--- src/rtl/core/nai_pkg.sv ---
// Shared types and constants of the node attraction integrator.
// Used by every module of the block; depends on nothing.
package nai_pkg;

    localparam int FRAC_BITS = 16;
    localparam int QDEPTH    = 4;
    localparam int QAW       = 2;

    localparam logic OP_ATTRACT   = 1'b0;
    localparam logic OP_INTEGRATE = 1'b1;

    typedef enum logic [1:0] {
        REG_STRENGTH  = 2'd0,
        REG_RAMP      = 2'd1,
        REG_MAX_SPEED = 2'd2,
        REG_DAMPING   = 2'd3
    } t_reg_idx;

    typedef struct packed {
        logic              operation;
        logic signed [31:0] attractor_x;
        logic signed [31:0] attractor_y;
        logic [30:0]        attractor_radius;
        logic signed [31:0] node_x;
        logic signed [31:0] node_y;
        logic signed [31:0] node_vx;
        logic signed [31:0] node_vy;
    } t_in;

    typedef struct packed {
        logic signed [31:0] new_x;
        logic signed [31:0] new_y;
        logic signed [31:0] new_vx;
        logic signed [31:0] new_vy;
        logic               force_applied;
        logic               saturated;
    } t_out;

    typedef struct packed {
        logic signed [15:0] strength;
        logic [15:0]        ramp;
        logic [30:0]        max_speed;
        logic [15:0]        damping;
    } t_cfg;

    // classified item as it waits in the queue
    typedef struct packed {
        logic               op;
        logic               inr;
        logic signed [31:0] nx;
        logic signed [31:0] ny;
        logic signed [31:0] vx;
        logic signed [31:0] vy;
        logic signed [31:0] dx;
        logic signed [31:0] dy;
        logic [30:0]        radius;
    } t_job;

    typedef struct packed {
        logic           push;
        logic           pop;
        logic           full;
        logic [QAW:0]   count;
    } t_qstat;

    // Q0.30 root of one half taken iters times, each root floored
    function automatic logic [29:0] exp_root(input int iters);
        logic [63:0] r;
        logic [63:0] n;
        logic [63:0] res;
        logic [63:0] b;
        r = 64'd1 << 29;
        for (int it = 0; it < iters; it++) begin
            n   = r << 30;
            res = 64'd0;
            b   = 64'd1 << 62;
            for (int j = 0; j < 32; j++) begin
                if (n >= res + b) begin
                    n   = n - (res + b);
                    res = (res >> 1) + b;
                end else begin
                    res = res >> 1;
                end
                b = b >> 2;
            end
            r = res;
        end
        return r[29:0];
    endfunction

endpackage

--- src/rtl/core/nai_front.sv ---
// Front end: accepts items, forms the attractor offsets and the range flag.
// Depends on nai_pkg.
module nai_front (
    input  logic           i_clk,
    input  logic           i_rst_n,
    input  logic           i_valid,
    output logic           o_ready,
    input  nai_pkg::t_in   i_item,
    output logic           o_valid,
    input  logic           i_ready,
    output nai_pkg::t_job  o_job
);

    logic          r_vld;
    nai_pkg::t_job r_job;
    nai_pkg::t_job n_job;
    logic [32:0]   w_dx;
    logic [32:0]   w_dy;
    logic          w_xok;
    logic          w_yok;

    assign w_dx  = {i_item.attractor_x[31], i_item.attractor_x}
                 - {i_item.node_x[31], i_item.node_x};
    assign w_dy  = {i_item.attractor_y[31], i_item.attractor_y}
                 - {i_item.node_y[31], i_item.node_y};
    // offset must stay strictly inside +-2^31
    assign w_xok = (w_dx[32] == w_dx[31]) && (w_dx != 33'h1_8000_0000);
    assign w_yok = (w_dy[32] == w_dy[31]) && (w_dy != 33'h1_8000_0000);

    always_comb begin
        n_job.op     = i_item.operation;
        n_job.inr    = w_xok && w_yok;
        n_job.nx     = i_item.node_x;
        n_job.ny     = i_item.node_y;
        n_job.vx     = i_item.node_vx;
        n_job.vy     = i_item.node_vy;
        n_job.dx     = w_dx[31:0];
        n_job.dy     = w_dy[31:0];
        n_job.radius = i_item.attractor_radius;
    end

    assign o_ready = !r_vld || i_ready;
    assign o_valid = r_vld;
    assign o_job   = r_job;

    always_ff @(posedge i_clk) begin
        if (!i_rst_n) begin
            r_vld <= 1'b0;
        end else if (o_ready) begin
            r_vld <= i_valid;
        end
    end

    always_ff @(posedge i_clk) begin
        if (o_ready && i_valid) begin
            r_job <= n_job;
        end
    end

endmodule

--- config.mk ---
export PLATFORM = sky130hd
export DESIGN_NAME = nai_front
export DESIGN_NICKNAME = d
export VERILOG_FILES = /design/src/rtl/core/nai_pkg.sv /design/src/rtl/core/nai_front.sv
export SDC_FILE = /design/constraint.sdc
export NUM_CORES = 1
export LEC_CHECK = 0
export ABC_AREA = 1
export BUFFER_PORTS_ARGS = -buffer_cell sky130_fd_sc_hd__buf_2
export CAP_MARGIN = 20
export CORE_ASPECT_RATIO = 0.9
export CORE_MARGIN = 1
export CORE_UTILIZATION = 32
export CTS_BUF_LIST = sky130_fd_sc_hd__clkbuf_16
export DETAILED_ROUTE_END_ITERATION = 7
export PLACE_DENSITY = 0.61
export SETUP_SLACK_MARGIN = 0.02
export SLEW_MARGIN = 20
export SYNTH_ARGS = -nofsm -noshare
export SYNTH_HDL_FRONTEND = slang
export SYNTH_SLANG_ARGS = --single-unit
export TNS_END_PERCENT = 30
--- constraint.sdc ---
create_clock -name i_clk -period 16.84 [get_ports i_clk]
set_input_delay 1.684 -clock i_clk [delete_from_list [all_inputs] [get_ports i_clk]]
set_output_delay 1.684 -clock i_clk [all_outputs]
set_load 0.02 [all_outputs]
==> results.sh <==
export IMPL_drcViolationCount=0
export IMPL_gp_congestion=0.927
export IMPL_slew_headroom_pct=45.7
export IMPL_dp_hpwl_um=31100
export IMPL_fp_dieArea_um2=39900
export IMPL_holdPathStages=2
export IMPL_tightest_slew_ns=0.814
export IMPL_fin_crit_sh_pct=22.6
export IMPL_fin_setup_tns_ns=0
export IMPL_core_um2=38500
export IMPL_outcome="finished, final reports clean"
export IMPL_syn_instance_count=1481
export IMPL_top_layer_used="met4"
export IMPL_diodes=0
export IMPL_endpoint_kind="output port"
export IMPL_drt_met1_wl_um=16100
export IMPL_ff2ff_path_depth=2
export IMPL_synth_xor_area_share_pct=1.81
export IMPL_netlist_area_um2=12500
export IMPL_dr_first_iter_drc_count=678
export IMPL_placed_area_um2=15500
export IMPL_rsz0062_at_grt="false"
export IMPL_ctsResizeCount=0
export IMPL_synth_nets=1775
export IMPL_period_needed_ns=3.81
export IMPL_wl_per_cell_um=15.1
export IMPL_cts_setup_buffers=0
export IMPL_hold_class="reg2reg"
export IMPL_synth_area_top_cells="edfxtp_1, nand2_1, inv_1"
export IMPL_maxCapViolations=0
export IMPL_grt_antenna_before_repair=0
export IMPL_cts_sinks=226
export IMPL_cts_buffer_depth=3
export IMPL_io_buffers=454
export IMPL_synth_cell_types=27
export IMPL_synth_compound_area_share_pct=1.74
export IMPL_clock_skew_ns=0.0145
export IMPL_yosys_area_top_type_share_pct=54.0
export IMPL_hold_start="o_valid"
export IMPL_drv_slew=0
export IMPL_seq_area_frac_synth_pct=54.2
export IMPL_drive_gt1_share_pct=26.0
export IMPL_fin_area_um2=16300
export IMPL_clk_latency_ns=0.54
export IMPL_ant_nets=0
export IMPL_synthSimpleGateAreaFrac_pct=24.5
export IMPL_io_pins=455
export IMPL_setup_viol=0
export IMPL_dr_wl_met3_um=2500
export IMPL_rr_startpoint="o_valid"
export IMPL_htree_levels=1
export IMPL_p_leak_uw=0.00869
export IMPL_die_width_um=210
export IMPL_reg2reg_to="o_job[126]"
export IMPL_synth_warnings=0
export IMPL_first_pass_iters=5
export IMPL_p_per_area_nw_per_um2=98.0
export IMPL_filler_cell_count=3918
export IMPL_grt_start_max_net_pins=141
export IMPL_cts_tree="yes"
export IMPL_totalWireLength_um=37800
export IMPL_worstPathRequired_ns=15.16
export IMPL_grt_pass1_wl_um=56400
export IMPL_die_y_um=190
export IMPL_synth_area_mux_share_pct=0
export IMPL_nets=2260
export IMPL_max_freq_mhz=262
export IMPL_synthAdderAreaFrac_pct=6.72
export IMPL_cts_buffers_inserted=27
export IMPL_arrival_ns=2.13
export IMPL_async_flop_share_pct=0
export IMPL_holdPathEnd="o_valid"
export IMPL_gr_usage_all_layers_pct=18.3
export IMPL_synth_ff_type="edfxtp_1"
export IMPL_worstPathMaxFanout=2
export IMPL_synth_edf_count=225
export IMPL_vias_per_cell=4.33
export IMPL_synth_top_family_by_area="simple AND/OR/NAND/NOR gates"
export IMPL_crit_type="in2out"
export IMPL_vias=10855
export IMPL_area_growth_pct=30.3
export IMPL_start_util_pct=32.5
export IMPL_yosysMostFrequentCell="nand2_1"
export IMPL_wl_met2_um=18100
export IMPL_r2r_setup_slack_ns=14.68
export IMPL_finalHoldViolCount=0
export IMPL_syn_area_per_cell_um2=8.45
export IMPL_std_cell_rows=68
export IMPL_cts_root_buf="clkbuf_16"
export IMPL_clk_pin_slew_worst_paths_ns=0.06
export IMPL_hold_buffers=0
export IMPL_yosys_area_top_type="edfxtp_1"
export IMPL_gr_total_overflow=0
export IMPL_synth_seq_cells=226
export IMPL_synth_top_cells_by_count="nand2_1, inv_1, edfxtp_1"
export IMPL_grt_pass1_vias=10484
export IMPL_critPathLaunchType="input port"
export IMPL_max_vdd_ir_drop_mv=0.0703
[metrics by stage]
stage / power, µW / worst slack [ns] / util, % / hold slack, ns / cells
finish: 1600 / 13.03 / 42.4 / 0.575 / 2508
global route: 1680 / 12.97 / 42.4 / 0.640 / 2508
CTS: 1620 / 13.02 / 42.4 / 0.579 / 2508
detailed placement: 1060 / 12.62 / 40.2 / 0.570 / 2462
global placement: 1060 / 12.56 / 40.2 / 0.542 / 2462
floorplan: 936 / 3.44 / - / 0.729 / 1481
[cell usage in the layout (no fill, tap or decap), types with 2 or more instances in the layout]
cell,instances
a21oi_1,35
and2_1,7
buf_2,454
bufinv_16,2
clkbuf_16,27
clkinv_1,5
clkinv_2,5
edfxtp_1,225
fa_1,2
ha_1,64
inv_1,369
inv_2,2
inv_6,2
nand2_1,536
nand2_2,7
nand3_1,56
nand3_2,2
nand3b_1,9
nand4_1,14
nor2_1,106
nor2_2,4
nor3_1,7
nor3_2,2
nor4_1,2
o21ai_0,3
o21bai_1,2
xnor2_1,14
xor2_1,10
[how the worst max path moves through the flow]
stage,to,slack [ns],start
finish,o_ready,13.03,i_ready
detailed placement,o_job[223],12.62,i_item[64]
CTS,o_ready,13.02,i_ready
global placement,o_job[223],12.56,i_item[64]
global route,o_ready,12.97,i_ready
floorplan,o_job[0],3.44,i_valid
[metal layers]
metal	track usage [%]	up-vias
met5	0	-
met4	5.49	0
met3	3.62	63
met2	32.1	367
met1	22.6	4877
li1	-	5548
[layout make-up]
cell class                 count  area, µm²  share of cell area (%)
clock buffer                  27        676                    4.14
tap                          525        657                    4.03
inverter                     368       1380                    8.47
timing repair buffer         456       2300                    14.1
multi-input combinational    887       4360                    26.8
clock inverter                19        149                   0.913
sequential                   226       6780                    41.6
[cells by family (layout without fill, tap and decap cells)]
family / Yosys count / count (layout)
AOI/OAI and AO/OA: 42 / 42
adders and majority gates: 66 / 66
buffers and inverters: 368 / 870
DFF: 226 / 226
and+or+nand+nor: 754 / 754
xor gates and xnor gates: 25 / 25
[critical path, stage by stage]
cell	delay (ns)
buf_2	0.09
inv_1	0.10
nand2_1	0.08
buf_2	0.16
[state kept, by name (all words and copies together) (netlist names)]
register  flops
o_job       225
o_valid       1
[power by group]
group / leakage, µW / internal, µW / switching, µW
sequential: 0.00218 / 676 / 10.1
combinational: 0.00609 / 115 / 243
clock: 0.000418 / 321 / 233
(Power assumes the default switching activity.)
