### src/rtl/core/nai_pkg.sv
// Shared types and constants of the node attraction integrator.
// Used by every module of the block; depends on nothing.
package nai_pkg;

    localparam int FRAC_BITS = 16;
    localparam int QDEPTH    = 4;
    localparam int QAW       = 2;

    localparam logic OP_ATTRACT   = 1'b0;
    localparam logic OP_INTEGRATE = 1'b1;

    typedef enum logic [1:0] {
        REG_STRENGTH  = 2'd0,
        REG_RAMP      = 2'd1,
        REG_MAX_SPEED = 2'd2,
        REG_DAMPING   = 2'd3
    } t_reg_idx;

    typedef struct packed {
        logic              operation;
        logic signed [31:0] attractor_x;
        logic signed [31:0] attractor_y;
        logic [30:0]        attractor_radius;
        logic signed [31:0] node_x;
        logic signed [31:0] node_y;
        logic signed [31:0] node_vx;
        logic signed [31:0] node_vy;
    } t_in;

    typedef struct packed {
        logic signed [31:0] new_x;
        logic signed [31:0] new_y;
        logic signed [31:0] new_vx;
        logic signed [31:0] new_vy;
        logic               force_applied;
        logic               saturated;
    } t_out;

    typedef struct packed {
        logic signed [15:0] strength;
        logic [15:0]        ramp;
        logic [30:0]        max_speed;
        logic [15:0]        damping;
    } t_cfg;

    // classified item as it waits in the queue
    typedef struct packed {
        logic               op;
        logic               inr;
        logic signed [31:0] nx;
        logic signed [31:0] ny;
        logic signed [31:0] vx;
        logic signed [31:0] vy;
        logic signed [31:0] dx;
        logic signed [31:0] dy;
        logic [30:0]        radius;
    } t_job;

    typedef struct packed {
        logic           push;
        logic           pop;
        logic           full;
        logic [QAW:0]   count;
    } t_qstat;

    // Q0.30 root of one half taken iters times, each root floored
    function automatic logic [29:0] exp_root(input int iters);
        logic [63:0] r;
        logic [63:0] n;
        logic [63:0] res;
        logic [63:0] b;
        r = 64'd1 << 29;
        for (int it = 0; it < iters; it++) begin
            n   = r << 30;
            res = 64'd0;
            b   = 64'd1 << 62;
            for (int j = 0; j < 32; j++) begin
                if (n >= res + b) begin
                    n   = n - (res + b);
                    res = (res >> 1) + b;
                end else begin
                    res = res >> 1;
                end
                b = b >> 2;
            end
            r = res;
        end
        return r[29:0];
    endfunction

endpackage

### src/rtl/core/nai_queue.sv
// Short queue between front end and datapath.
// Depends on nai_pkg for the item type and depth.
module nai_queue (
    input  logic             i_clk,
    input  logic             i_rst_n,
    input  logic             i_push_valid,
    output logic             o_push_ready,
    input  nai_pkg::t_job    i_job,
    output logic             o_pop_valid,
    input  logic             i_pop_ready,
    output nai_pkg::t_job    o_job,
    output nai_pkg::t_qstat  o_stat
);

    nai_pkg::t_job             r_mem [nai_pkg::QDEPTH];
    logic [nai_pkg::QAW-1:0]   r_wr;
    logic [nai_pkg::QAW-1:0]   r_rd;
    logic [nai_pkg::QAW:0]     r_cnt;
    logic                      w_full;
    logic                      w_push;
    logic                      w_pop;

    assign w_full       = (r_cnt == (nai_pkg::QAW + 1)'(nai_pkg::QDEPTH));
    assign o_push_ready = !w_full;
    assign o_pop_valid  = (r_cnt != '0);
    assign w_push       = i_push_valid && !w_full;
    assign w_pop        = o_pop_valid && i_pop_ready;
    assign o_job        = r_mem[r_rd];

    assign o_stat.push  = w_push;
    assign o_stat.pop   = w_pop;
    assign o_stat.full  = w_full;
    assign o_stat.count = r_cnt;

    always_ff @(posedge i_clk) begin
        if (!i_rst_n) begin
            r_wr  <= '0;
            r_rd  <= '0;
            r_cnt <= '0;
        end else begin
            if (w_push) begin
                r_wr <= r_wr + 1'b1;
            end
            if (w_pop) begin
                r_rd <= r_rd + 1'b1;
            end
            r_cnt <= r_cnt + (nai_pkg::QAW + 1)'(w_push) - (nai_pkg::QAW + 1)'(w_pop);
        end
    end

    always_ff @(posedge i_clk) begin
        if (w_push) begin
            r_mem[r_wr] <= i_job;
        end
    end

endmodule

### config.mk
export PLATFORM = sky130hd
export DESIGN_NAME = nai_queue
export DESIGN_NICKNAME = d
export VERILOG_FILES = /design/src/rtl/core/nai_pkg.sv /design/src/rtl/core/nai_queue.sv
export SDC_FILE = /design/constraint.sdc
export NUM_CORES = 1
export LEC_CHECK = 0
export BUFFER_PORTS_ARGS = -buffer_cell sky130_fd_sc_hd__buf_2
export CAP_MARGIN = 20
export CORE_MARGIN = 2
export CORE_UTILIZATION = 40
export CTS_CLUSTER_SIZE = 8
export DETAILED_ROUTE_END_ITERATION = 7
export PLACE_DENSITY_LB_ADDON = 0.1
export SYNTH_ARGS = -nofsm -noshare
export SYNTH_HDL_FRONTEND = slang
export SYNTH_SLANG_ARGS = --single-unit
### constraint.sdc
create_clock -name i_clk -period 24.8 [get_ports i_clk]
set_clock_uncertainty 0.15 [all_clocks]
set_input_delay 7.44 -clock i_clk [delete_from_list [all_inputs] [get_ports i_clk]]
set_output_delay 7.44 -clock i_clk [all_outputs]
set_load 0.02 [all_outputs]
==> results.cfg, run 1 <==
[outcome]
status = finished, final reports clean

[synthesis]
ys_warn_count = 0
yosysTopAreaCellShare_pct = 82.0
avgSynthCellArea_um2 = 26.8
synth_nets = 1464
synth_top_cell_by_area = edfxtp_1
yosysUniqueCellTypes = 20
syn_inst = 1228
synth_area_leaders = edfxtp_1 (82%), mux4_2 (15%), buf_6 (0.62%)
syn_area_um2 = 32900
synth_seq_cells = 909
ys_seq_area_share_pct = 82.6

[critical_path]
arrival_ps = 8300
end_kind = output pin
worst_setup_path_start_kind = primary input
cp_max_fo = 8
cp.required_ps = 17210
critPathKind = in2out

[sta]
slew_violations = 0
tightest_slew_ps = 1050
rsz0062_at_grt = no
fin_crit_sh_pct = 64.1
final.setup.tns_ps = 0
max_clock_freq_mhz = 62.9
finalHoldViolCount = 0
maxSlewHeadroom_pct = 29.8
finalCriticalPeriod_ps = 15890
setup_viol = 0

[power_and_ir_drop]
intPower_mw = 3.22
switching_share_pct = 28.1
ir_drop_mv = 0.0745
clkPwrFrac_pct = 35.2
p_per_area_nw_per_um2 = 112
p_seq_share_pct = 42.8
power.static_leakage_nw = 13.3
p_sw_mw = 1.26
p_comb_share_pct = 22.0

[clock_network]
cts_num_sinks = 909
cts_setup_buffers = 0
cts_resized = 0
clk_latency_ps = 690
cts_buffers = 131
clock-root-buffer = clkbuf_16
tritoncts = yes
h-tree-depth = 4
cts_hold_buf = 0
clk_path_buf_depth = 3
path_clk_slew_ps = 50

[min_path]
hp-class = reg2reg

[route]
drc = 0
drt-vias-per-instance = 5.11
detail_route.wl_per_cell_um = 24.2
drtPass1Iterations = 7
first_iter_violations = 743
ant_nets = 0
routed-via-count = 14771
postRouteWirelength_mm = 69.9

[floorplan]
dieArea_um2 = 84700
rows = 105
core_um2 = 81800
io_pins = 462
initial_utilization_pct = 40.3
dieHeight_um = 291
chipWidth_um = 291

[global_routing]
antenna_found_initial = 31
grt_overflow = 0
grt_start_max_net_pins = 128
grt_util_all_layers_pct = 16.6
grt_pass1_wl_mm = 103
grt_pass1_vias = 16191

[cells_and_area]
final_common_cell = edfxtp_1
drive_above_1_share_pct = 47.1
fin_util_pct = 48.9
area_growth_pct = 21.6
nets = 2018
layout_common_cells = edfxtp_1 (900), buf_2 (461), mux4_2 (225)

[place]
dp_hpwl_mm = 40.0
io_buffers = 461
gp_congestion = 0.711

[run]
max_cap_viol_count = 0
[state kept, by name (all words and copies together) (netlist names), named ones only]
name,flops
r_cnt,3
r_mem,900
r_rd,2
r_wr,2
[stage by stage]
stage | hold WS (ps) | instance area [um2] | total power, mW | instances | setup WS, ps
floorplan | 318 | 32900 | 2.65 | 1228 | 9370
global placement | 335 | 36400 | 2.96 | 2719 | 8990
detailed placement | 344 | 36400 | 2.96 | 2719 | 8930
CTS | 351 | 40000 | 4.56 | 2880 | 8920
global route | 398 | 40100 | 4.67 | 2887 | 8860
finish | 348 | 40100 | 4.48 | 2889 | 8910
[cell usage after synthesis]
master,count
buf_2,26
dfxtp_1,9
clkbuf_1,7
ha_1,6
or3_1,1
nor2b_1,4
o311ai_0,1
nand2_1,5
buf_6,18
mux4_2,225
inv_1,6
o31a_1,1
buf_1,1
and2_1,7
nor2_1,1
edfxtp_1,900
fa_1,1
xnor2_1,4
mux2i_1,2
buf_4,3
[power by group through the flow]
stage / clock network (mW) / logic [mW] / registers, mW
after floorplan: 0 / 0.695 / 1.95
after global placement: 0 / 1.02 / 1.94
after detailed placement: 0 / 1.01 / 1.95
after CTS: 1.63 / 1.02 / 1.92
after global routing: 1.69 / 1.05 / 1.93
final: 1.57 / 0.984 / 1.92
[worst max-delay path, stage by stage]
cell and delay [ps]:
buf_2 80, nor2b_1 500, buf_2 280
[cells by family after synthesis]
family,share of synthesized area [%]
multiplexers,15.4
XOR/XNOR,0.106
adder cells (fa/ha/maj),0.289
AO/OA/AOI/OAI,0.0532
buffers and inverters,1.24
AND/OR/NAND/NOR,0.296
flip-flops,82.6
[worst paths after layout]
check                                  start             to  slack (ps)  cells past startpoint
worst max-delay path            i_push_valid      o_stat[5]        8910                      3
worst min-delay path                 r_wr[1]        r_wr[1]         350                      2
worst max register to register      r_cnt[1]  r_mem[0][109]       21240                      6
worst min register to register       r_wr[1]        r_wr[1]         350                      2
[final cells by class]
type / count / area [um2]
diodes: 9 / 22.5
inverters: 6 / 22.5
clock inverters: 12 / 229
flip-flops and latches: 909 / 27200
fillers: 6717 / 41800
well taps: 1070 / 1340
multi-input cells: 258 / 5340
repair buffers: 476 / 2480
clock buffers: 149 / 3410
[layer usage]
metal / vias up / part of all wire, % / global-route usage [%]
met2: 475 / 50 / 27.2
met3: 160 / 8.1 / 6.41
met5: - / 0.33 / 0
met1: 7689 / 39 / 20.0
met4: 38 / 2.5 / 6.29
li1: 6409 / - / -
No activity file was read; power rests on OpenSTA's default activity.
==> inputs of run 2 (changes only) <==
Clock period 24.8 ns to 14.1 ns, I/O delays scaled along.
==> results.cfg, run 2 (synthesis gave the netlist of run 1 again) <==
[global_routing]
grt_util_all_layers_pct = 16.5
grt_start_max_net_pins = 123
grt_pass1_wl_mm = 102
grt_pass1_vias = 15952
grt_overflow = 0
antenna_found_initial = 20

[cells_and_area]
final_common_cell = edfxtp_1
top_regs = r_mem: 900 flops, r_cnt: 3 flops
nets = 2022
drive_above_1_share_pct = 47.2
largest-register = r_mem
largest_reg_flops = 900
layout_common_cells = edfxtp_1 (900), buf_2 (461), mux4_2 (225)
fin_cells = 2890
area_growth_pct = 21.6

[sta]
finalCriticalPeriod_ps = 9480
maxSlewHeadroom_pct = 29.7
rsz0062_at_grt = no
fin_crit_sh_pct = 67.3
setup_viol = 0
max_clock_freq_mhz = 105
slew_violations = 0
fin_ws_ps = 4620
finalHoldViolCount = 0
tightest_slew_ps = 1050
final.setup.tns_ps = 0

[min_path]
hp-class = reg2reg

[power_and_ir_drop]
power.static_leakage_nw = 13.3
ir_drop_mv = 0.162
p_per_area_nw_per_um2 = 196
p_total_mw = 7.84

[critical_path]
cp_max_fo = 8
worst_setup_path_start_kind = primary input
arrival_ps = 5100
critPathKind = in2out
end_kind = output pin
cp.required_ps = 9720

[route]
ant_nets = 0
postRouteWirelength_mm = 69.6
detail_route.wl_per_cell_um = 24.1
first_iter_violations = 695
drtPass1Iterations = 6
drt-vias-per-instance = 5.11
routed-via-count = 14773
drc = 0

[floorplan]
io_pins = 462
chipWidth_um = 291
core_um2 = 81800
dieArea_um2 = 84700
initial_utilization_pct = 40.3
rows = 105
dieHeight_um = 291

[place]
place_ws_ps = 4620
io_buffers = 461
dp_cells = 2723
dp_hpwl_mm = 41.3
gp_congestion = 0.708

[outcome]
status = finished, final reports clean

[clock_network]
tritoncts = yes
path_clk_slew_ps = 50
clk_latency_ps = 690
cts_setup_buffers = 0
cts_num_sinks = 909
cts_resized = 0
h-tree-depth = 4
cts_buffers = 131
clk_path_buf_depth = 3
clock-root-buffer = clkbuf_16
cts_hold_buf = 0

[run]
max_cap_viol_count = 0
[run 2: final cells by class]
class / count / area (um2)
tap: 1070 / 1340
sequential: 909 / 27200
inverter: 6 / 22.5
clock buffer: 147 / 3360
fill: 6678 / 41800
antenna: 7 / 17.5
multi-input combinational: 258 / 5340
timing repair buffer: 480 / 2500
clock inverter: 13 / 254
[run 2: path summary, 6_finish.rpt]
| path | startpoint | endpoint | slack (ps) | depth (start not counted) |
|---|---|---|---|---|
| worst max-delay path | i_push_valid | o_stat[5] | 4620 | 3 |
| worst max register to register | r_cnt[1] | r_mem[2][31] | 9950 | 7 |
| worst min-delay path | r_wr[1] | r_wr[1] | 350 | 2 |
| worst min register to register | r_wr[1] | r_wr[1] | 350 | 2 |
[run 2: critical path, stage by stage]
cell     delay (ps)
buf_2            70
nor2b_1         520
buf_2           280
[run 2: where the power goes]
| group | internal, mW | total (mW) | switching, mW |
|---|---|---|---|
| logic | 0.685 | 1.74 | 1.06 |
| registers | 3.28 | 3.37 | 0.0828 |
| clock network | 1.67 | 2.74 | 1.06 |
| total | 5.64 | 7.84 | 2.20 |
[run 2: through the flow]
| stage | instance area (um2) | hold WS [ps] | utilization (%) |
|---|---|---|---|
| floorplan | 32900 | 318 | - |
| global placement | 36400 | 327 | 44.5 |
| detailed placement | 36400 | 344 | 44.5 |
| CTS | 40000 | 351 | 48.9 |
| global route | 40000 | 380 | 48.9 |
| finish | 40000 | 347 | 48.9 |
[run 2: routing by layer]
layer  part of all wire, %  global-route usage, %  up-vias
met5                  0.22                      0        -
met1                    40                   20.2     7738
met4                   2.4                   6.15       24
li1                      -                      -     6426
met2                    51                   27.4      439
met3                   6.9                   5.60      146
